### src/rtl/core/alle_pkg.sv
// ----------------------------------------------------------------------------
// Array linked list engine package
// Shared widths, codes, state encoding and the command and status bundles
// that pass between the controller and the datapath.
// ----------------------------------------------------------------------------
package alle_pkg;

   localparam int DEF_CAPACITY = 16;

   localparam int ACTION_W = 3;
   localparam int POS_W    = 5;
   localparam int DATA_W   = 32;
   localparam int STATUS_W = 2;
   localparam int COUNT_W  = 5;

   typedef enum logic [ACTION_W-1:0] {
      ACT_PREPEND = 3'd0,
      ACT_APPEND  = 3'd1,
      ACT_INSERT  = 3'd2,
      ACT_REMOVE  = 3'd3,
      ACT_REPLACE = 3'd4,
      ACT_FIND    = 3'd5,
      ACT_READ    = 3'd6
   } action_type;

   typedef enum logic [STATUS_W-1:0] {
      STS_OK     = 2'd0,
      STS_EMPTY  = 2'd1,
      STS_BADPOS = 2'd2,
      STS_FULL   = 2'd3
   } status_type;

   typedef enum logic [3:0] {
      ST_CLEAR,
      ST_IDLE,
      ST_CHECK,
      ST_WALK,
      ST_RDNEXT,
      ST_KGET,
      ST_KDATA,
      ST_RELEASE,
      ST_TAKE,
      ST_POP,
      ST_LINK,
      ST_RDVAL,
      ST_VAL,
      ST_FIND,
      ST_RESP
   } state_type;

   // Source of the shared read address of both memories.
   typedef enum logic [1:0] {
      RD_HEAD,
      RD_CUR,
      RD_LINK,
      RD_FREE
   } rd_sel_type;

   // Source of the successor link given to a newly taken slot.
   typedef enum logic [1:0] {
      NXT_NONE,
      NXT_HEAD,
      NXT_ZERO,
      NXT_LINK
   } nxt_sel_type;

   typedef struct packed {
      logic        capture;
      logic        check;
      logic        walk_init;
      logic        step;
      rd_sel_type  rd_sel;
      nxt_sel_type nxt_load;
      logic        k_head;
      logic        k_link;
      logic        pop;
      logic        link_new;
      logic        unlink;
      logic        release_slot;
      logic        take_value;
      logic        write_value;
      logic        set_found;
      logic        respond;
      logic        clear_step;
   } cmd_type;

   typedef struct packed {
      logic [ACTION_W-1:0] action;
      logic                chk_ok;
      logic                at_head;
      logic                need_walk;
      logic                step_last;
      logic                find_hit;
      logic                find_last;
      logic                list_empty;
      logic                clear_last;
      logic                out_free;
   } sts_type;

endpackage

### src/rtl/core/alle_ifs.sv
// ----------------------------------------------------------------------------
// Array linked list engine channels
// Valid/ready channel bundles for the command and result streams.
// ----------------------------------------------------------------------------
interface alle_req_if import alle_pkg::*; ();
   logic                       valid;
   logic                       ready;
   logic        [ACTION_W-1:0] action;
   logic        [POS_W-1:0]    position;
   logic signed [DATA_W-1:0]   value;

   modport source (output valid, action, position, value, input ready);
   modport sink (input valid, action, position, value, output ready);
   modport monitor (input valid, ready, action, position, value);
endinterface

interface alle_rsp_if import alle_pkg::*; ();
   logic                       valid;
   logic                       ready;
   logic signed [DATA_W-1:0]   value_out;
   logic        [POS_W-1:0]    found_position;
   logic        [STATUS_W-1:0] status;
   logic        [COUNT_W-1:0]  element_count;

   modport source (output valid, value_out, found_position, status, element_count,
                   input ready);
   modport sink (input valid, value_out, found_position, status, element_count,
                 output ready);
   modport monitor (input valid, ready, value_out, found_position, status,
                    element_count);
endinterface

### src/rtl/core/alle_ctrl.sv
// ----------------------------------------------------------------------------
// Array linked list engine controller
// Sequences one command at a time through checks, link walks and updates.
// ----------------------------------------------------------------------------
module alle_ctrl import alle_pkg::*; (
   input  logic    clock,
   input  logic    reset,
   input  logic    req_valid,
   output logic    req_ready,
   input  sts_type sts,
   output cmd_type cmd
);

   state_type state_ff;
   state_type state_in;

   // Where a command goes once the walk has reached its target slot.
   function automatic state_type after_walk(logic [ACTION_W-1:0] act);
      state_type nxt;
      unique case (act) inside
         ACT_APPEND:             nxt = ST_TAKE;
         ACT_INSERT, ACT_REMOVE: nxt = ST_RDNEXT;
         default:                nxt = ST_RDVAL;
      endcase
      return nxt;
   endfunction

   always_ff @(posedge clock) begin
      if (reset) begin
         state_ff <= ST_CLEAR;
      end else begin
         state_ff <= state_in;
      end
   end

   always_comb begin
      state_in   = state_ff;
      cmd        = '0;
      cmd.rd_sel = RD_CUR;
      req_ready  = (state_ff == ST_IDLE);

      unique case (state_ff)
         ST_CLEAR: begin
            cmd.clear_step = 1'b1;
            if (sts.clear_last) begin
               state_in = ST_IDLE;
            end
         end
         ST_IDLE: begin
            if (req_valid) begin
               cmd.capture = 1'b1;
               state_in    = ST_CHECK;
            end
         end
         ST_CHECK: begin
            cmd.check     = 1'b1;
            cmd.walk_init = 1'b1;
            if (!sts.chk_ok) begin
               state_in = ST_RESP;
            end else begin
               unique case (sts.action) inside
                  ACT_PREPEND, ACT_APPEND, ACT_INSERT, ACT_REMOVE, ACT_REPLACE,
                  ACT_READ: begin
                     if (sts.at_head && (sts.action == ACT_REMOVE)) begin
                        cmd.rd_sel = RD_HEAD;
                        cmd.k_head = 1'b1;
                        state_in   = ST_KDATA;
                     end else if (sts.at_head) begin
                        cmd.nxt_load = NXT_HEAD;
                        state_in     = ST_TAKE;
                     end else begin
                        if (sts.action == ACT_APPEND) begin
                           cmd.nxt_load = NXT_ZERO;
                        end
                        if (sts.need_walk) begin
                           cmd.rd_sel = RD_HEAD;
                           state_in   = ST_WALK;
                        end else begin
                           state_in = after_walk(sts.action);
                        end
                     end
                  end
                  ACT_FIND: begin
                     if (sts.list_empty) begin
                        state_in = ST_RESP;
                     end else begin
                        cmd.rd_sel = RD_HEAD;
                        state_in   = ST_FIND;
                     end
                  end
                  default: begin
                     state_in = ST_RESP;
                  end
               endcase
            end
         end
         ST_WALK: begin
            cmd.step = 1'b1;
            if (sts.step_last) begin
               state_in = after_walk(sts.action);
            end else begin
               cmd.rd_sel = RD_LINK;
            end
         end
         ST_RDNEXT: begin
            cmd.rd_sel = RD_CUR;
            state_in   = (sts.action == ACT_INSERT) ? ST_TAKE : ST_KGET;
         end
         ST_KGET: begin
            cmd.k_link = 1'b1;
            cmd.rd_sel = RD_LINK;
            state_in   = ST_KDATA;
         end
         ST_KDATA: begin
            cmd.take_value = 1'b1;
            cmd.unlink     = 1'b1;
            if (sts.at_head) begin
               cmd.release_slot = 1'b1;
               state_in         = ST_RESP;
            end else begin
               state_in = ST_RELEASE;
            end
         end
         ST_RELEASE: begin
            cmd.release_slot = 1'b1;
            state_in         = ST_RESP;
         end
         ST_TAKE: begin
            cmd.rd_sel = RD_FREE;
            if ((sts.action == ACT_INSERT) && !sts.at_head) begin
               cmd.nxt_load = NXT_LINK;
            end
            state_in = ST_POP;
         end
         ST_POP: begin
            cmd.pop  = 1'b1;
            state_in = ST_LINK;
         end
         ST_LINK: begin
            cmd.link_new = 1'b1;
            state_in     = ST_RESP;
         end
         ST_RDVAL: begin
            cmd.rd_sel = RD_CUR;
            state_in   = ST_VAL;
         end
         ST_VAL: begin
            cmd.take_value  = 1'b1;
            cmd.write_value = (sts.action == ACT_REPLACE);
            state_in        = ST_RESP;
         end
         ST_FIND: begin
            if (sts.find_hit) begin
               cmd.set_found = 1'b1;
               state_in      = ST_RESP;
            end else if (sts.find_last) begin
               state_in = ST_RESP;
            end else begin
               cmd.step   = 1'b1;
               cmd.rd_sel = RD_LINK;
            end
         end
         ST_RESP: begin
            if (sts.out_free) begin
               cmd.respond = 1'b1;
               state_in    = ST_IDLE;
            end
         end
         default: begin
            state_in = ST_IDLE;
         end
      endcase
   end

endmodule

### src/rtl/core/alle_dpath.sv
// ----------------------------------------------------------------------------
// Array linked list engine datapath
// Slot memories, list pointers, walk registers and the result register.
// ----------------------------------------------------------------------------
module alle_dpath import alle_pkg::*; #(
   parameter int CAPACITY = DEF_CAPACITY
) (
   input  logic                       clock,
   input  logic                       reset,
   input  cmd_type                    cmd,
   output sts_type                    sts,
   input  logic        [ACTION_W-1:0] req_action,
   input  logic        [POS_W-1:0]    req_position,
   input  logic signed [DATA_W-1:0]   req_value,
   input  logic                       rsp_ready,
   output logic                       rsp_valid,
   output logic signed [DATA_W-1:0]   rsp_value_out,
   output logic        [POS_W-1:0]    rsp_found_position,
   output logic        [STATUS_W-1:0] rsp_status,
   output logic        [COUNT_W-1:0]  rsp_element_count
);

   // Slots are numbered 1..CAPACITY; link value zero ends a chain.
   localparam int LW = $clog2(CAPACITY + 1);
   localparam int AW = $clog2(CAPACITY);
   localparam int TW = (LW > POS_W) ? LW : POS_W;

   logic [LW-1:0]     link_mem [CAPACITY];
   logic [DATA_W-1:0] value_mem [CAPACITY];

   logic [LW-1:0]       link_rd_ff;
   logic [DATA_W-1:0]   value_rd_ff;
   logic [ACTION_W-1:0] action_ff, action_in;
   logic [POS_W-1:0]    pos_ff, pos_in;
   logic [DATA_W-1:0]   val_ff, val_in;
   logic [LW-1:0]       head_ff, head_in;
   logic [LW-1:0]       fh_ff, fh_in;
   logic [LW-1:0]       count_ff, count_in;
   logic [LW-1:0]       cur_ff, cur_in;
   logic [LW-1:0]       idx_ff, idx_in;
   logic [LW-1:0]       nxt_ff, nxt_in;
   logic [LW-1:0]       new_ff, new_in;
   logic [LW-1:0]       k_ff, k_in;
   logic [LW-1:0]       clr_ff, clr_in;
   logic [DATA_W-1:0]   res_vout_ff, res_vout_in;
   logic [LW-1:0]       res_found_ff, res_found_in;
   logic [STATUS_W-1:0] res_status_ff, res_status_in;
   logic                out_valid_ff, out_valid_in;
   logic [DATA_W-1:0]   out_vout_ff, out_vout_in;
   logic [POS_W-1:0]    out_found_ff, out_found_in;
   logic [STATUS_W-1:0] out_status_ff, out_status_in;
   logic [COUNT_W-1:0]  out_count_ff, out_count_in;

   logic [LW-1:0]       rd_slot;
   logic                link_we;
   logic [LW-1:0]       link_wslot;
   logic [LW-1:0]       link_wdata;
   logic                value_we;
   logic [LW-1:0]       value_wslot;
   logic [TW-1:0]       tgt;
   logic                full;
   logic                empty;
   logic                pos_ok;
   logic                clear_last;
   logic [STATUS_W-1:0] chk_status;

   function automatic logic [AW-1:0] to_addr(logic [LW-1:0] slot);
      return AW'(slot - LW'(1));
   endfunction

   // Command checks, on the captured command and the count before it.
   always_comb begin
      full   = (count_ff == LW'(CAPACITY));
      empty  = (count_ff == '0);
      pos_ok = (pos_ff != '0) && (TW'(pos_ff) <= TW'(count_ff));

      unique case (action_ff) inside
         ACT_PREPEND, ACT_APPEND: begin
            chk_status = full ? STS_FULL : STS_OK;
         end
         ACT_INSERT: begin
            chk_status = full ? STS_FULL : (pos_ok ? STS_OK : STS_BADPOS);
         end
         ACT_REMOVE, ACT_REPLACE, ACT_READ: begin
            chk_status = empty ? STS_EMPTY : (pos_ok ? STS_OK : STS_BADPOS);
         end
         default: begin
            chk_status = STS_OK;
         end
      endcase

      unique case (action_ff) inside
         ACT_APPEND:             tgt = TW'(count_ff);
         ACT_INSERT, ACT_REMOVE: tgt = TW'(pos_ff) - TW'(1);
         default:                tgt = TW'(pos_ff);
      endcase
   end

   assign clear_last = (clr_ff == LW'(CAPACITY));

   always_comb begin
      sts.action     = action_ff;
      sts.chk_ok     = (chk_status == STS_OK);
      sts.at_head    = (action_ff == ACT_PREPEND)
                    || ((action_ff == ACT_APPEND) && empty)
                    || (((action_ff == ACT_INSERT) || (action_ff == ACT_REMOVE))
                        && (pos_ff == POS_W'(1)));
      sts.need_walk  = (tgt != TW'(1));
      sts.step_last  = ((TW'(idx_ff) + TW'(1)) == tgt);
      sts.find_hit   = (value_rd_ff == val_ff);
      sts.find_last  = (idx_ff == count_ff);
      sts.list_empty = empty;
      sts.clear_last = clear_last;
      sts.out_free   = !out_valid_ff || rsp_ready;
   end

   always_comb begin
      unique case (cmd.rd_sel)
         RD_HEAD: rd_slot = head_ff;
         RD_CUR:  rd_slot = cur_ff;
         RD_LINK: rd_slot = link_rd_ff;
         RD_FREE: rd_slot = fh_ff;
         default: rd_slot = cur_ff;
      endcase
   end

   // One link write per cycle; the controller never asks for two at once.
   always_comb begin
      link_we    = 1'b0;
      link_wslot = cur_ff;
      link_wdata = '0;
      if (cmd.clear_step) begin
         link_we    = 1'b1;
         link_wslot = clr_ff;
         link_wdata = clear_last ? '0 : clr_ff + LW'(1);
      end else if (cmd.pop) begin
         link_we    = 1'b1;
         link_wslot = fh_ff;
         link_wdata = nxt_ff;
      end else if (cmd.release_slot) begin
         link_we    = 1'b1;
         link_wslot = k_ff;
         link_wdata = fh_ff;
      end else if (cmd.link_new && !sts.at_head) begin
         link_we    = 1'b1;
         link_wdata = new_ff;
      end else if (cmd.unlink && !sts.at_head) begin
         link_we    = 1'b1;
         link_wdata = link_rd_ff;
      end

      value_we    = cmd.pop || cmd.write_value;
      value_wslot = cmd.pop ? fh_ff : cur_ff;
   end

   always_ff @(posedge clock) begin
      if (link_we) begin
         link_mem[to_addr(link_wslot)] <= link_wdata;
      end
      link_rd_ff <= link_mem[to_addr(rd_slot)];
   end

   always_ff @(posedge clock) begin
      if (value_we) begin
         value_mem[to_addr(value_wslot)] <= val_ff;
      end
      value_rd_ff <= value_mem[to_addr(rd_slot)];
   end

   always_comb begin
      action_in     = action_ff;
      pos_in        = pos_ff;
      val_in        = val_ff;
      head_in       = head_ff;
      fh_in         = fh_ff;
      count_in      = count_ff;
      cur_in        = cur_ff;
      idx_in        = idx_ff;
      nxt_in        = nxt_ff;
      new_in        = new_ff;
      k_in          = k_ff;
      clr_in        = clr_ff;
      res_vout_in   = res_vout_ff;
      res_found_in  = res_found_ff;
      res_status_in = res_status_ff;
      out_vout_in   = out_vout_ff;
      out_found_in  = out_found_ff;
      out_status_in = out_status_ff;
      out_count_in  = out_count_ff;
      out_valid_in  = out_valid_ff && !rsp_ready;

      if (cmd.capture) begin
         action_in = req_action;
         pos_in    = req_position;
         val_in    = DATA_W'(req_value);
      end
      if (cmd.check) begin
         res_status_in = chk_status;
         res_vout_in   = '0;
         res_found_in  = '0;
      end
      if (cmd.walk_init) begin
         cur_in = head_ff;
         idx_in = LW'(1);
      end
      if (cmd.step) begin
         cur_in = link_rd_ff;
         idx_in = idx_ff + LW'(1);
      end

      unique case (cmd.nxt_load)
         NXT_HEAD: nxt_in = head_ff;
         NXT_ZERO: nxt_in = '0;
         NXT_LINK: nxt_in = link_rd_ff;
         default:  nxt_in = nxt_ff;
      endcase

      if (cmd.k_head) begin
         k_in = head_ff;
      end
      if (cmd.k_link) begin
         k_in = link_rd_ff;
      end
      if (cmd.pop) begin
         new_in = fh_ff;
         fh_in  = link_rd_ff;
      end
      if (cmd.link_new) begin
         if (sts.at_head) begin
            head_in = new_ff;
         end
         count_in = count_ff + LW'(1);
      end
      if (cmd.unlink && sts.at_head) begin
         head_in = link_rd_ff;
      end
      if (cmd.release_slot) begin
         fh_in    = k_ff;
         count_in = count_ff - LW'(1);
      end
      if (cmd.take_value) begin
         res_vout_in = value_rd_ff;
      end
      if (cmd.set_found) begin
         res_found_in = idx_ff;
      end
      if (cmd.clear_step) begin
         clr_in = clr_ff + LW'(1);
      end
      if (cmd.respond) begin
         out_valid_in  = 1'b1;
         out_vout_in   = res_vout_ff;
         out_found_in  = POS_W'(res_found_ff);
         out_status_in = res_status_ff;
         out_count_in  = COUNT_W'(count_ff);
      end
   end

   always_ff @(posedge clock) begin
      if (reset) begin
         head_ff      <= '0;
         fh_ff        <= LW'(1);
         count_ff     <= '0;
         clr_ff       <= LW'(1);
         out_valid_ff <= 1'b0;
      end else begin
         head_ff      <= head_in;
         fh_ff        <= fh_in;
         count_ff     <= count_in;
         clr_ff       <= clr_in;
         out_valid_ff <= out_valid_in;
      end
   end

   always_ff @(posedge clock) begin
      action_ff     <= action_in;
      pos_ff        <= pos_in;
      val_ff        <= val_in;
      cur_ff        <= cur_in;
      idx_ff        <= idx_in;
      nxt_ff        <= nxt_in;
      new_ff        <= new_in;
      k_ff          <= k_in;
      res_vout_ff   <= res_vout_in;
      res_found_ff  <= res_found_in;
      res_status_ff <= res_status_in;
      out_vout_ff   <= out_vout_in;
      out_found_ff  <= out_found_in;
      out_status_ff <= out_status_in;
      out_count_ff  <= out_count_in;
   end

   assign rsp_valid          = out_valid_ff;
   assign rsp_value_out      = out_vout_ff;
   assign rsp_found_position = out_found_ff;
   assign rsp_status         = out_status_ff;
   assign rsp_element_count  = out_count_ff;

endmodule

### src/rtl/core/array_linked_list_engine.sv
// ----------------------------------------------------------------------------
// Array linked list engine
// Singly linked list of 32-bit values in fixed slots with a free list.
// ----------------------------------------------------------------------------
//
//   Channel   Direction   Beat contents
//   req_ch    in          action, position, value
//   rsp_ch    out         value_out, found_position, status, element_count
//
// One command is worked at a time. Its run length is set by the walk along
// the link chain, one slot per cycle through the single read port of the
// link memory; find on an empty list and rejected commands do no walk.
// After reset the engine chains every slot onto the free list, with
// req_ch.ready low. A result waits in an output register, so a new command
// is taken while rsp_ch is stalled; only the finished command after it
// waits for that register to drain.
// ----------------------------------------------------------------------------
module array_linked_list_engine import alle_pkg::*; #(
   parameter int CAPACITY = DEF_CAPACITY
) (
   input  logic       clock,
   input  logic       reset,
   alle_req_if.sink   req_ch,
   alle_rsp_if.source rsp_ch
);

   // The controller and datapath share only these two bundles.
   cmd_type cmd;
   sts_type sts;

   // The controller owns sequencing: clearing pass, checks, walks, updates.
   alle_ctrl u_ctrl (
      .clock     (clock),
      .reset     (reset),
      .req_valid (req_ch.valid),
      .req_ready (req_ch.ready),
      .sts       (sts),
      .cmd       (cmd)
   );

   // The datapath holds the slot memories, the list and free heads, the
   // element count and the result register that drives the rsp_ch beat.
   alle_dpath #(
      .CAPACITY (CAPACITY)
   ) u_dpath (
      .clock              (clock),
      .reset              (reset),
      .cmd                (cmd),
      .sts                (sts),
      .req_action         (req_ch.action),
      .req_position       (req_ch.position),
      .req_value          (req_ch.value),
      .rsp_ready          (rsp_ch.ready),
      .rsp_valid          (rsp_ch.valid),
      .rsp_value_out      (rsp_ch.value_out),
      .rsp_found_position (rsp_ch.found_position),
      .rsp_status         (rsp_ch.status),
      .rsp_element_count  (rsp_ch.element_count)
   );

endmodule

### src/flat_wrapper.sv
// flat-port wrapper written by rule: the top's interface ports become plain ports
module array_linked_list_engine_flat import alle_pkg::*;
#(
   parameter int CAPACITY = DEF_CAPACITY
)
  (clock, reset, req_ch_valid, req_ch_action, req_ch_position, req_ch_value, req_ch_ready, rsp_ch_valid, rsp_ch_value_out, rsp_ch_found_position, rsp_ch_status, rsp_ch_element_count, rsp_ch_ready);
  alle_req_if req_ch_i ();
  alle_rsp_if rsp_ch_i ();
  input  logic clock;
  input  logic reset;
  input wire logic [$bits(req_ch_i.valid)-1:0] req_ch_valid;
  input wire logic [$bits(req_ch_i.action)-1:0] req_ch_action;
  input wire logic [$bits(req_ch_i.position)-1:0] req_ch_position;
  input wire logic [$bits(req_ch_i.value)-1:0] req_ch_value;
  output wire logic [$bits(req_ch_i.ready)-1:0] req_ch_ready;
  output wire logic [$bits(rsp_ch_i.valid)-1:0] rsp_ch_valid;
  output wire logic [$bits(rsp_ch_i.value_out)-1:0] rsp_ch_value_out;
  output wire logic [$bits(rsp_ch_i.found_position)-1:0] rsp_ch_found_position;
  output wire logic [$bits(rsp_ch_i.status)-1:0] rsp_ch_status;
  output wire logic [$bits(rsp_ch_i.element_count)-1:0] rsp_ch_element_count;
  input wire logic [$bits(rsp_ch_i.ready)-1:0] rsp_ch_ready;
  assign req_ch_i.valid = req_ch_valid;
  assign req_ch_i.action = req_ch_action;
  assign req_ch_i.position = req_ch_position;
  assign req_ch_i.value = req_ch_value;
  assign req_ch_ready = req_ch_i.ready;
  assign rsp_ch_valid = rsp_ch_i.valid;
  assign rsp_ch_value_out = rsp_ch_i.value_out;
  assign rsp_ch_found_position = rsp_ch_i.found_position;
  assign rsp_ch_status = rsp_ch_i.status;
  assign rsp_ch_element_count = rsp_ch_i.element_count;
  assign rsp_ch_i.ready = rsp_ch_ready;
  array_linked_list_engine #(.CAPACITY(CAPACITY)) u_core (.clock(clock), .reset(reset), .req_ch(req_ch_i), .rsp_ch(rsp_ch_i));
endmodule
### config.mk
export PLATFORM = sky130hd
export DESIGN_NAME = array_linked_list_engine_flat
export DESIGN_NICKNAME = d
export VERILOG_FILES = /design/src/rtl/core/alle_pkg.sv /design/src/rtl/core/alle_ifs.sv /design/src/rtl/core/alle_ctrl.sv /design/src/rtl/core/alle_dpath.sv /design/src/rtl/core/array_linked_list_engine.sv /design/src/flat_wrapper.sv
export SDC_FILE = /design/constraint.sdc
export NUM_CORES = 1
export LEC_CHECK = 0
export ABC_AREA = 1
export ABC_CLOCK_PERIOD_IN_PS = 4500
export BUFFER_PORTS_ARGS = -buffer_cell sky130_fd_sc_hd__buf_2
export CORE_MARGIN = 2
export CORE_UTILIZATION = 40
export DETAILED_ROUTE_END_ITERATION = 7
export GPL_ROUTABILITY_DRIVEN = 0
export PLACE_DENSITY = 0.65
export SYNTH_ARGS = -nofsm -noshare
export SYNTH_HDL_FRONTEND = slang
export SYNTH_SLANG_ARGS = --single-unit
### constraint.sdc
create_clock -name clock -period 4.5 [get_ports clock]
set_input_delay 0.9 -clock clock [delete_from_list [all_inputs] [get_ports clock]]
set_output_delay 0.9 -clock clock [all_outputs]
set_load 0.03 [all_outputs]
**Word level (Yosys, flattened, before mapping)**

Memory sizes are Yosys's and may differ from the RTL's. A register that Yosys moved wholly into a read port is not among the register bits.
Index checks and enable logic that the tools add are counted.

- Register bits: 172
- Bits in writable memories: 592
- Input port bits: 44
- Output and inout bits: 46
- Memories: 2

- Add/sub/neg operators: 8
- Magnitude comparators: 1
- Equal/unequal tests: 38
- Muxes and demuxes: 96
- Reductions and logical operators: 40

Memories:

| memory | depth | bits a word | rd ports | clocked after memory_dff | write ports | line | RTL |
|---|---|---|---|---|---|---|---|
| u_core.u_dpath.value_mem | 16 | 32 | 1 | 1 | 1 | alle_dpath.sv:29 | `logic [DATA_W-1:0] value_mem [CAPACITY];` |
| u_core.u_dpath.link_mem | 16 | 5 | 1 | 1 | 1 | alle_dpath.sv:28 | `logic [LW-1:0] link_mem [CAPACITY];` |

Operator list:

| kind | number |
|---|---|
| $mux W5 | 20 |
| $mux W4 | 18 |
| $mux W32 | 2 |
| $pmux W4 S13 | 1 |
| $eq A32 B32 Y1 | 1 |
| $eq A4 B4 Y1 const B | 7 |
| $mux W1 | 28 |
| $mux W2 | 13 |
| $eq A4 B3 Y1 const B | 4 |
| $pmux W4 S2 | 2 |
| $pmux W4 S4 | 1 |
| $reduce_bool A2 Y1 | 8 |
| $add A5 B1 Y5 const B | 3 |
| $pmux W5 S3 | 1 |
| $sub A4 B1 Y4 const B | 3 |
| $eq A5 B5 Y1 | 2 |
| $eq A5 B5 Y1 const B | 2 |
| $pmux W2 S5 | 1 |
| $pmux W5 S2 | 1 |
| $sub A5 B1 Y5 const B | 2 |
| $eq A3 B3 Y1 const B | 3 |
| $logic_and A1 B1 Y1 | 9 |
| $mux W3 | 3 |
| $eq A2 B2 Y1 const B | 4 |
| other kinds (27) | 44 |

**Longest topological paths before layout**

Gate-level depths: netlist of the first run.

- Depth after elaboration: 13
- Depth in mapped cells: 30
- Gate-level depth less buffers: 27

**Modules after synthesis**

Synthesis of the first run repeated with hierarchy kept, for this count alone.

- Cells, all modules: 3043
- Area total of the unflattened synthesis: 33163.1 um^2

By module, submodules not included:

| module | instances | cells an instance | area an instance (um^2) |
|---|---|---|---|
| alle_dpath | 1 | 2887 | 32374.8 |
| alle_ctrl | 1 | 156 | 788.3 |

**Worst setup path after synthesis of the first run**

OpenSTA, ideal clock, no wires.

- Path kind: register -> register
- Start: reg u_core.u_ctrl.state_ff[0]
- End: mem u_core.u_dpath.value_mem[12][0], enable pin
- Setup time: 0.421 ns
- Arrival: 3.299 ns
- Path slack: 0.780 ns
- Cell stages (with the launch flop): 14
- Clock period less this slack: 3.720 ns
- Path through: dfxtp_1 > inv_1 > nor2_1 > inv_1 > nor2_1 > clkbuf_1 > o21ai_0 > nor2_1 > inv_1 > nor2_1 > inv_1 > nand2_1 > nand3_1 > nor2_1

- Longest elaborated chain between the ends: 5
- Elaborated cells between the ends (all ways): 9
- Classes of those cells: add/sub (1); eq/ne (2); mux (5); reduce/logical (1)

RTL lines:

| element | line | RTL |
|---|---|---|
| start, declared | alle_ctrl.sv:14 | `state_type state_ff;` |
| start signal, assigned | alle_ctrl.sv:32 | `state_ff <= state_in;` |
| parallel branches: the longest is 5 deep, another holds $sub A4 B1 Y4 | - |  |
| end, declared | alle_dpath.sv:29 |  |

Several ways; the timed one is not identified.

**Worst setup path after layout of the first run**

- Start: reg u_core.u_dpath.action_ff[2]
- End: mem u_core.u_dpath.link_mem[13][3] (netlist name), enable pin

- Longest elaborated chain between the ends: 13
- Elaborated cells between the ends (all ways): 25
- Classes of those cells: add/sub (1); eq/ne (3); mux (12); reduce/logical (9)

RTL lines:

| element | line | RTL |
|---|---|---|
| start, declared | alle_dpath.sv:33 | `logic [ACTION_W-1:0] action_ff, action_in;` |
| start signal, assigned | alle_dpath.sv:276 | `action_ff <= action_in;` |
| $eq A3 B1 Y1 or $eq A3 B2 Y1 (tied branches) | alle_dpath.sv:105, alle_dpath.sv:106 |  |
| $logic_and A1 B1 Y1 or $logic_or A1 B1 Y1 (tied branches) | alle_dpath.sv:105, alle_dpath.sv:106 |  |
| $logic_or A1 B1 Y1 or $logic_and A1 B1 Y1 (tied branches) | alle_dpath.sv:105, alle_dpath.sv:107 |  |
| $logic_or A1 B1 Y1 (*) | alle_dpath.sv:106 | `\|\| (((action_ff == ACT_INSERT) \|\| (action_ff == ACT_REMOVE))` |
| parallel branches: the longest is 9 deep, another holds $sub A4 B1 Y4 | - |  |
| end, declared | alle_dpath.sv:28 |  |

Mark *: on every way between the ends.

==> impl_results.md, run 1 <==
* Internal at 11.5 mW
* Syn_nets at 3621
* Max Cap Viol at 0
* Worst hold path class: reg2reg
* Routed length per instance at 18.1 um
* Post-route setup slack at 0.378 ns
* DRT Wirelength at 88.8 mm
* DRC viols at 0
* Avg Cell Area, Syn at 9.75 um^2
* Post-Syn Instances at 3562
* Yosys warnings at 0
* Total grt overflow at 0
* Crit path time final at 4.12 ns
* Gr usage total at 19.7%
* Net Sw Frac at 20.2%
* EDFF count, synth at 720
* RSZ-0062 raised after global routing: false
* Hold_buf cts at 0
* Vias at 23900
* Standard-cell rows at 108
* Post-CTS setup buffers at 0
* Yosys top cell by area: edfxtp_1
* Clock slew at reported path FFs at 0.06 ns
* Starting density of the core at 40.2%
* Peak supply drop at 0.000257 V
* Initial antenna violation count at 2
* Place WS at 0.455 ns
* Hpwl dp at 52.1 mm
* Clock power frac at 44.2%
* Share of the synthesized area in the top cell type at 62.3%
* Net Sw Power at 2.90 mW
* Initial DRC count at 2462
* Distinct cells, synth at 47
* WHS at 0.410 ns
* Yosys reg bits at 779
* Post-synthesis async set-or-reset flop share at 0%
* Resized Gates After CTS at 0
* Wire length of the first global-routing pass at 134 mm
* Required @ worst endpoint at 4.78 ns
* H-tree depth at 3
* Logic gate share of total power at 1.1%
* Critical Path Source Type: flop
* CTS Sinks at 779
* Synth Flop Type: edfxtp_1
* Top Ports at 90
* Fmax at 243 MHz
* Area Overhead vs Synth at 13.9%
* Largest net degree at the start of global routing at 101
* Max Fanout on Critical Path at 10
* Vias in the first global route at 22500
* Clk_lat worst skew at 0.64 ns
* Reg area at 0.0228 mm^2
* Pwr dens at 364 mW/mm^2
* Drt via density at 4.87
* Area of the mapped netlist at 0.0347 mm^2
* Antenna Violating Nets Remaining at 0
* First-pass DRT Iterations at 6
* Measured slew at the worst slew-check pin at 0.818 ns
* Status: finished, final reports clean
* Setup violations, final at 0
* Filler Cell Count at 7948
* Worst EP arrival at 4.40 ns
* Core ar. at 0.0863 mm^2
* CTS Buf Count at 79
* Layout cell share with drive strength beyond 1 at 9.37%
* Setup TNS at 0 ns
* CTS tree: done
* Nets@finish at 3748
* Synth area leaders: edfxtp_1 (62%), nand2_1 (13%), inv_1 (7.4%), nand3_1 (5.5%), dfxtp_1 (3.4%)
* Skew final at 0.0196 ns
* CP Capture Type: flop
* Max clock buf depth at 3
* Die width at 299 um
* Leakage dissipation at 17.5 nW
* Final Hold Fails at 0
* Die Ht at 299 um
* Crit path kind: reg2reg
* Sequential power share at 54.7%
* IO Port Bufs at 89
* Seq/Total Area, Yosys at 65.7%
* Root buf cell: clkbuf_16
* Multi-input logic area at 0.00879 mm^2
* Final Max Tran Viols at 0
* Crit share post-route at 91.6%
* Slew HR at 45.5%
* Die Area at 0.0892 mm^2
## worst paths after layout
check | start | endpoint | slack, ns | depth (start not counted)
setup reg to reg | u_core.u_dpath.action_ff[2] | u_core.u_dpath.link_mem[13][3] | 0.38 | 18
setup / recovery | u_core.u_dpath.action_ff[2] | u_core.u_dpath.link_mem[13][3] | 0.38 | 18
hold reg to reg | u_core.u_dpath.res_vout_ff[28] | u_core.u_dpath.rsp_value_out[28] | 0.41 | 0
hold / removal | u_core.u_dpath.res_vout_ff[28] | u_core.u_dpath.rsp_value_out[28] | 0.41 | 0
## cells by family after synthesis
family / after synthesis / share of synthesized area [%]
flops: 779 / 65.7
compound gates: 125 / 2.07
simple gates: 1774 / 21.2
fa+ha+maj: 15 / 0.562
xor+xnor: 37 / 0.955
buf+inv: 832 / 9.54
## stage by stage
step	instances	total power, mW	cell area, um^2	utilization [%]
after floorplan	3562	8.11	34700	-
after global placement	4763	8.19	37100	42.9
after detailed placement	4763	8.19	37100	42.9
after CTS	4911	14.5	39500	45.8
after global routing	4912	14.8	39500	45.8
final	4912	14.4	39500	45.8
## power by group through the flow
| stage | sequential [mW] | combinational (mW) | clock (mW) |
|---|---|---|---|
| 6_report | 7.87 | 0.159 | 6.37 |
| 5_1_grt | 7.87 | 0.181 | 6.72 |
| 4_1_cts | 7.87 | 0.163 | 6.45 |
| 3_5_place_dp | 8.03 | 0.162 | 0 |
| 3_3_place_gp | 8.03 | 0.159 | 0 |
| 2_1_floorplan | 8.02 | 0.0867 | 0 |
## Yosys cell counts, types with 2 or more instances
library cell,count
ha_1,14
o21ai_0,51
nand3_4,2
buf_1,3
clkbuf_1,40
inv_2,12
nand4_1,13
nand2_1,1180
o2111ai_1,5
inv_1,685
nand3b_1,12
nor2_4,5
nand3_1,381
o21ai_1,5
nor2_2,6
o31ai_1,2
o211ai_1,4
nor2_1,152
or2_2,7
o22ai_1,6
edfxtp_1,720
xnor2_1,28
nand2_2,6
buf_4,28
clkinv_1,2
dfxtp_1,59
xor2_1,8
a41oi_1,2
buf_2,61
nor3_1,5
a21oi_1,39
a31oi_1,4
## cell usage in the layout, fill, tap and decap left out, types with 38 or more instances in the layout
| cell | instances |
|---|---|
| a21oi_1 | 38 |
| buf_2 | 89 |
| buf_4 | 68 |
| clkbuf_16 | 80 |
| dfxtp_1 | 59 |
| edfxtp_1 | 720 |
| inv_1 | 685 |
| nand2_1 | 1177 |
| nand3_1 | 381 |
| nor2_1 | 134 |
| o21ai_0 | 51 |
## layer usage
metal / GRT usage [%] / wire length [um] / vias to the layer above
met3: 2.47 / 6040 / 144
met4: 6.34 / 2700 / 0
met1: 26.7 / 37400 / 11300
met5: 0 / 0 / -
met2: 33.0 / 42700 / 898
li1: - / - / 11600
## critical path: stages, from the launching register on
cell and delay (ns):
edfxtp_1 0.65, inv_2 0.12, nand3_1 0.22, o21ai_1 0.18
nor2_4 0.25, inv_1 0.17, nand2_2 0.18, inv_2 0.06
nor2_2 0.24, nand2_1 0.18, inv_2 0.15, nand2_1 0.07
o21ai_1 0.07, inv_1 0.07, a31oi_2 0.23, o21ai_0 0.10
and2_1 0.18, or2_1 0.30, nor2_1 0.35
## flip-flops by register name (all words and copies together), names as in the netlist, 3 cells and up
name / flops
u_core.u_dpath.rsp_element_count: 5
u_core.u_dpath.res_vout_ff: 32
u_core.u_dpath.rsp_found_position: 5
u_core.u_dpath.action_ff: 3
u_core.u_dpath.value_rd_ff: 32
u_core.u_dpath.link_rd_ff: 4
u_core.u_dpath.head_ff: 4
u_core.u_dpath.idx_ff: 5
u_core.u_dpath.res_found_ff: 5
u_core.u_ctrl.state_ff: 4
u_core.u_dpath.fh_ff: 4
u_core.u_dpath.new_ff: 4
u_core.u_dpath.count_ff: 5
u_core.u_dpath.clr_ff: 5
u_core.u_dpath.pos_ff: 5
u_core.u_dpath.link_mem: 64
u_core.u_dpath.k_ff: 4
u_core.u_dpath.nxt_ff: 4
u_core.u_dpath.val_ff: 32
u_core.u_dpath.value_mem: 512
u_core.u_dpath.rsp_value_out: 32
u_core.u_dpath.cur_ff: 4
## area by class of cell
class                           count  area share [%]
Timing Repair Buffer              179            3.53
Clock inverter                     40           0.858
Inverter                          699            6.64
Multi-Input combinational cell   1951            22.2
Clock buffer                      108            5.41
Antenna cell                        1         0.00633
Tap cell                         1155            3.66
Sequential cell                   779            57.7
(Power assumes the default switching activity.)
==> run 2: changes to the inputs <==
- ABC_AREA: 1 -> 0
- CORE_UTILIZATION: 40 -> 62
- PLACE_DENSITY: 0.65 -> 0.89
==> impl_results.md, run 2 <==
* Area of the mapped netlist at 0.0314 mm^2 (was 0.0347 mm^2)
* EDFF count, synth at 720 (unchanged)
* First-pass DRT Iterations at 8 (was 6)
* Worst hold path class: reg2reg (unchanged)
* Reg area at 0.0228 mm^2 (unchanged)
* Post-Syn Instances at 2174 (was 3562)
* Max Cap Viol at 0 (unchanged)
* Yosys top cell by area: edfxtp_1 (unchanged)
* Syn_nets at 2233 (was 3621)
* Synth area leaders: edfxtp_1 (69%), nand2_1 (4.3%), dfxtp_1 (3.8%), mux2i_1 (2.1%), mux4_2 (1.4%) (was edfxtp_1 (62%), nand2_1 (13%), inv_1 (7.4%), nand3_1 (5.5%), dfxtp_1 (3.4%))
* Cell area after layout at 0.0367 mm^2 (was 0.0395 mm^2)
* Post-synthesis async set-or-reset flop share at 0% (unchanged)
* Worst EP arrival at 5.08 ns (was 4.40 ns)
* Yosys warnings at 0 (unchanged)
* Yosys reg bits at 779 (unchanged)
* CTS tree: done (unchanged)
* Avg Cell Area, Syn at 14.5 um^2 (was 9.75 um^2)
* Setup TNS at -0.0833 ns (was 0 ns)
* Post-route setup slack at -0.0757 ns (was 0.378 ns)
* Clk_lat worst skew at 0.66 ns (was 0.64 ns)
* Nets@finish at 2470 (was 3748)
* Crit path kind: reg2reg (unchanged)
* Largest net degree at the start of global routing at 53 (was 101)
* Starting density of the core at 62.8% (was 40.2%)
* Fmax at 219 MHz (was 243 MHz)
* Skew final at 0.0540 ns (was 0.0196 ns)
* Multi-input logic area at 0.00827 mm^2 (was 0.00879 mm^2)
* CP Capture Type: flop (unchanged)
* Hpwl dp at 50.9 mm (was 52.1 mm)
* Largest Register: u_core.u_dpath.value_mem (unchanged)
* Seq/Total Area, Yosys at 72.5% (was 65.7%)
* Die width at 229 um (was 299 um)
* DRC viols at 0 (unchanged)
* Synth Flop Type: edfxtp_1 (unchanged)
* DRT Wirelength at 87.0 mm (was 88.8 mm)
* Required @ worst endpoint at 5.01 ns (was 4.78 ns)
* Commonest cells post-synth: edfxtp_1 (720), nand2_1 (357), nor2_1 (88) (was nand2_1 (1180), edfxtp_1 (720), inv_1 (685))
* Standard-cell rows at 82 (was 108)
* IO Port Bufs at 89 (unchanged)
* Crit path time final at 4.58 ns (was 4.12 ns)
* Vias at 21600 (was 23900)
* Routed length per instance at 27.7 um (was 18.1 um)
* Max clock buf depth at 3 (unchanged)
* Status: complete, but fails checks (was finished, final reports clean)
* Critical Path Source Type: flop (unchanged)
* Leading cell type in the layout, fill and taps excluded: edfxtp_1 (was nand2_1)
* Antenna Violating Nets Remaining at 0 (unchanged)
* Wire length of the first global-routing pass at 128 mm (was 134 mm)
* Gr usage total at 32.6% (was 19.7%)
* Initial DRC count at 3913 (was 2462)
* Core ar. at 0.0501 mm^2 (was 0.0863 mm^2)
* Clock slew at reported path FFs at 0.06 ns (about the same)
* Filler Cell Count at 2717 (was 7948)
* Max Fanout on Critical Path at 24 (was 10)
* Drt via density at 6.85 (was 4.87)
* Share of the synthesized area in the top cell type at 68.8% (was 62.3%)
* Total grt overflow at 0 (unchanged)
* CTS Sinks at 779 (unchanged)
* Layout cell share with drive strength beyond 1 at 20.0% (was 9.37%)
* CTS Buf Count at 76 (was 79)
* Setup violations, final at 2 (was 0)
* Die Area at 0.0525 mm^2 (was 0.0892 mm^2)
* Final Hold Fails at 0 (unchanged)
* DP Area at 0.0340 mm^2 (was 0.0371 mm^2)
* Die Ht at 229 um (was 299 um)
* Most common cell in the netlist: edfxtp_1 (was nand2_1)
* Distinct cells, synth at 88 (was 47)
* Initial antenna violation count at 4 (was 2)
* Slew HR at 11.1% (was 45.5%)
* Root buf cell: clkbuf_16 (unchanged)
* Commonest cells after routing, fill and taps aside: edfxtp_1 (720), nand2_1 (356), buf_4 (154) (was nand2_1 (1177), edfxtp_1 (720), inv_1 (685))
* Measured slew at the worst slew-check pin at 1.32 ns (was 0.818 ns)
* Leakage dissipation at 13.0 nW (was 17.5 nW)
* Top Ports at 90 (unchanged)
* Failing checks: setup timing
* H-tree depth at 3 (unchanged)
* Peak supply drop at 0.000287 V (was 0.000257 V)
* Top Registers: u_core.u_dpath.value_mem: 512 flops, u_core.u_dpath.link_mem: 64 flops (unchanged)
* Vias in the first global route at 21200 (was 22500)
* Final Max Tran Viols at 0 (unchanged)
* Crit share post-route at 102% (was 91.6%)
* Area Overhead vs Synth at 16.8% (was 13.9%)
* Pwr dens at 392 mW/mm^2 (was 364 mW/mm^2)
* Hold_buf cts at 0 (unchanged)
* Max reg flops at 512 (unchanged)
run 2: cell types whose count changed after synthesis, sizes merged, moves of 64 or more:
cell / before / now
nand2: 1187 / 358
inv: 697 / 23
nand3: 384 / 43
nor2: 163 / 89
mux2i: 0 / 66
a31oi: 5 / 69
run 2: path summary, 6_finish.rpt:
kind	startpoint	endpoint	slack, ns	depth (start not counted)
setup / recovery	u_core.u_dpath.val_ff[11]	u_core.u_dpath.value_rd_ff[26]	-0.08	15
hold / removal	u_core.u_dpath.res_vout_ff[28]	u_core.u_dpath.rsp_value_out[28]	0.41	0
setup reg to reg	u_core.u_dpath.val_ff[11]	u_core.u_dpath.value_rd_ff[26]	-0.08	15
hold reg to reg	u_core.u_dpath.res_vout_ff[28]	u_core.u_dpath.rsp_value_out[28]	0.41	0
run 2: worst max-delay path: stages (launching register included):
cell       delay, ns
edfxtp_1        0.45
xnor2_1         0.50
nand4_1         0.29
nor4_2          0.33
buf_4           0.19
a21oi_1         0.12
a41o_1          0.34
nor3b_1         0.25
buf_4           0.17
a2111oi_4       0.05
nor2b_4         0.25
buf_12          0.23
mux2_2          0.36
a222oi_1        0.37
mux2i_1         0.22
mux2_2          0.32
run 2: through the flow:
| step | power [mW] | hold slack [ns] | worst slack [ns] | util (%) | std cells |
|---|---|---|---|---|---|
| 6_report | 14.4 | 0.414 | -0.0757 | 73.4 | 3147 |
| 5_1_grt | 14.7 | 0.419 | -0.0870 | 73.4 | 3144 |
| 4_1_cts | 14.4 | 0.414 | 0.00766 | 72.8 | 3121 |
| 3_5_place_dp | 8.16 | 0.405 | 0.0956 | 67.9 | 2980 |
| 3_3_place_gp | 8.15 | 0.402 | 0.281 | 67.9 | 2980 |
| 2_1_floorplan | 8.10 | 0.400 | 0.250 | - | 2174 |
run 2: cells by family after synthesis:
| group | count (synthesis) | share of synthesized area, % |
|---|---|---|
| mux | 111 | 4.43 |
| compound gates | 388 | 8.78 |
| buf+inv | 143 | 2.04 |
| fa+ha+maj | 15 | 0.621 |
| flops | 779 | 72.5 |
| xor+xnor | 59 | 1.64 |
| simple gates | 679 | 9.97 |
run 2: power breakdown:
group / switching (mW) / internal, mW / total, mW
Sequential: 0.0197 / 7.86 / 7.88
Combinational: 0.0931 / 0.0448 / 0.138
Clock: 2.77 / 3.61 / 6.37
run 2: timing repair:
item	4_1_cts	5_1_grt
pin swaps	0	4
resized for setup	0	16
gates cloned	0	0
buffers inserted	2	23
endpoints found under the setup margin	4	44
run 2: per-layer routing:
metal / routed length [um] / vias up / track usage [%]
met5: 51 / - / 0
met4: 5230 / 4 / 17.6
met3: 12400 / 443 / 8.63
met2: 40900 / 2067 / 52.1
met1: 28400 / 10300 / 41.1
li1: - / 8791 / -
run 2: cell type report:
cell class,instances,share of cell area (%)
clock buffers,106,5.87
well taps,672,2.29
diodes,3,0.0204
clock inverters,33,0.821
repair buffers,277,6.19
multi-input cells,1252,22.5
flip-flops and latches,779,62.1
inverters,25,0.255
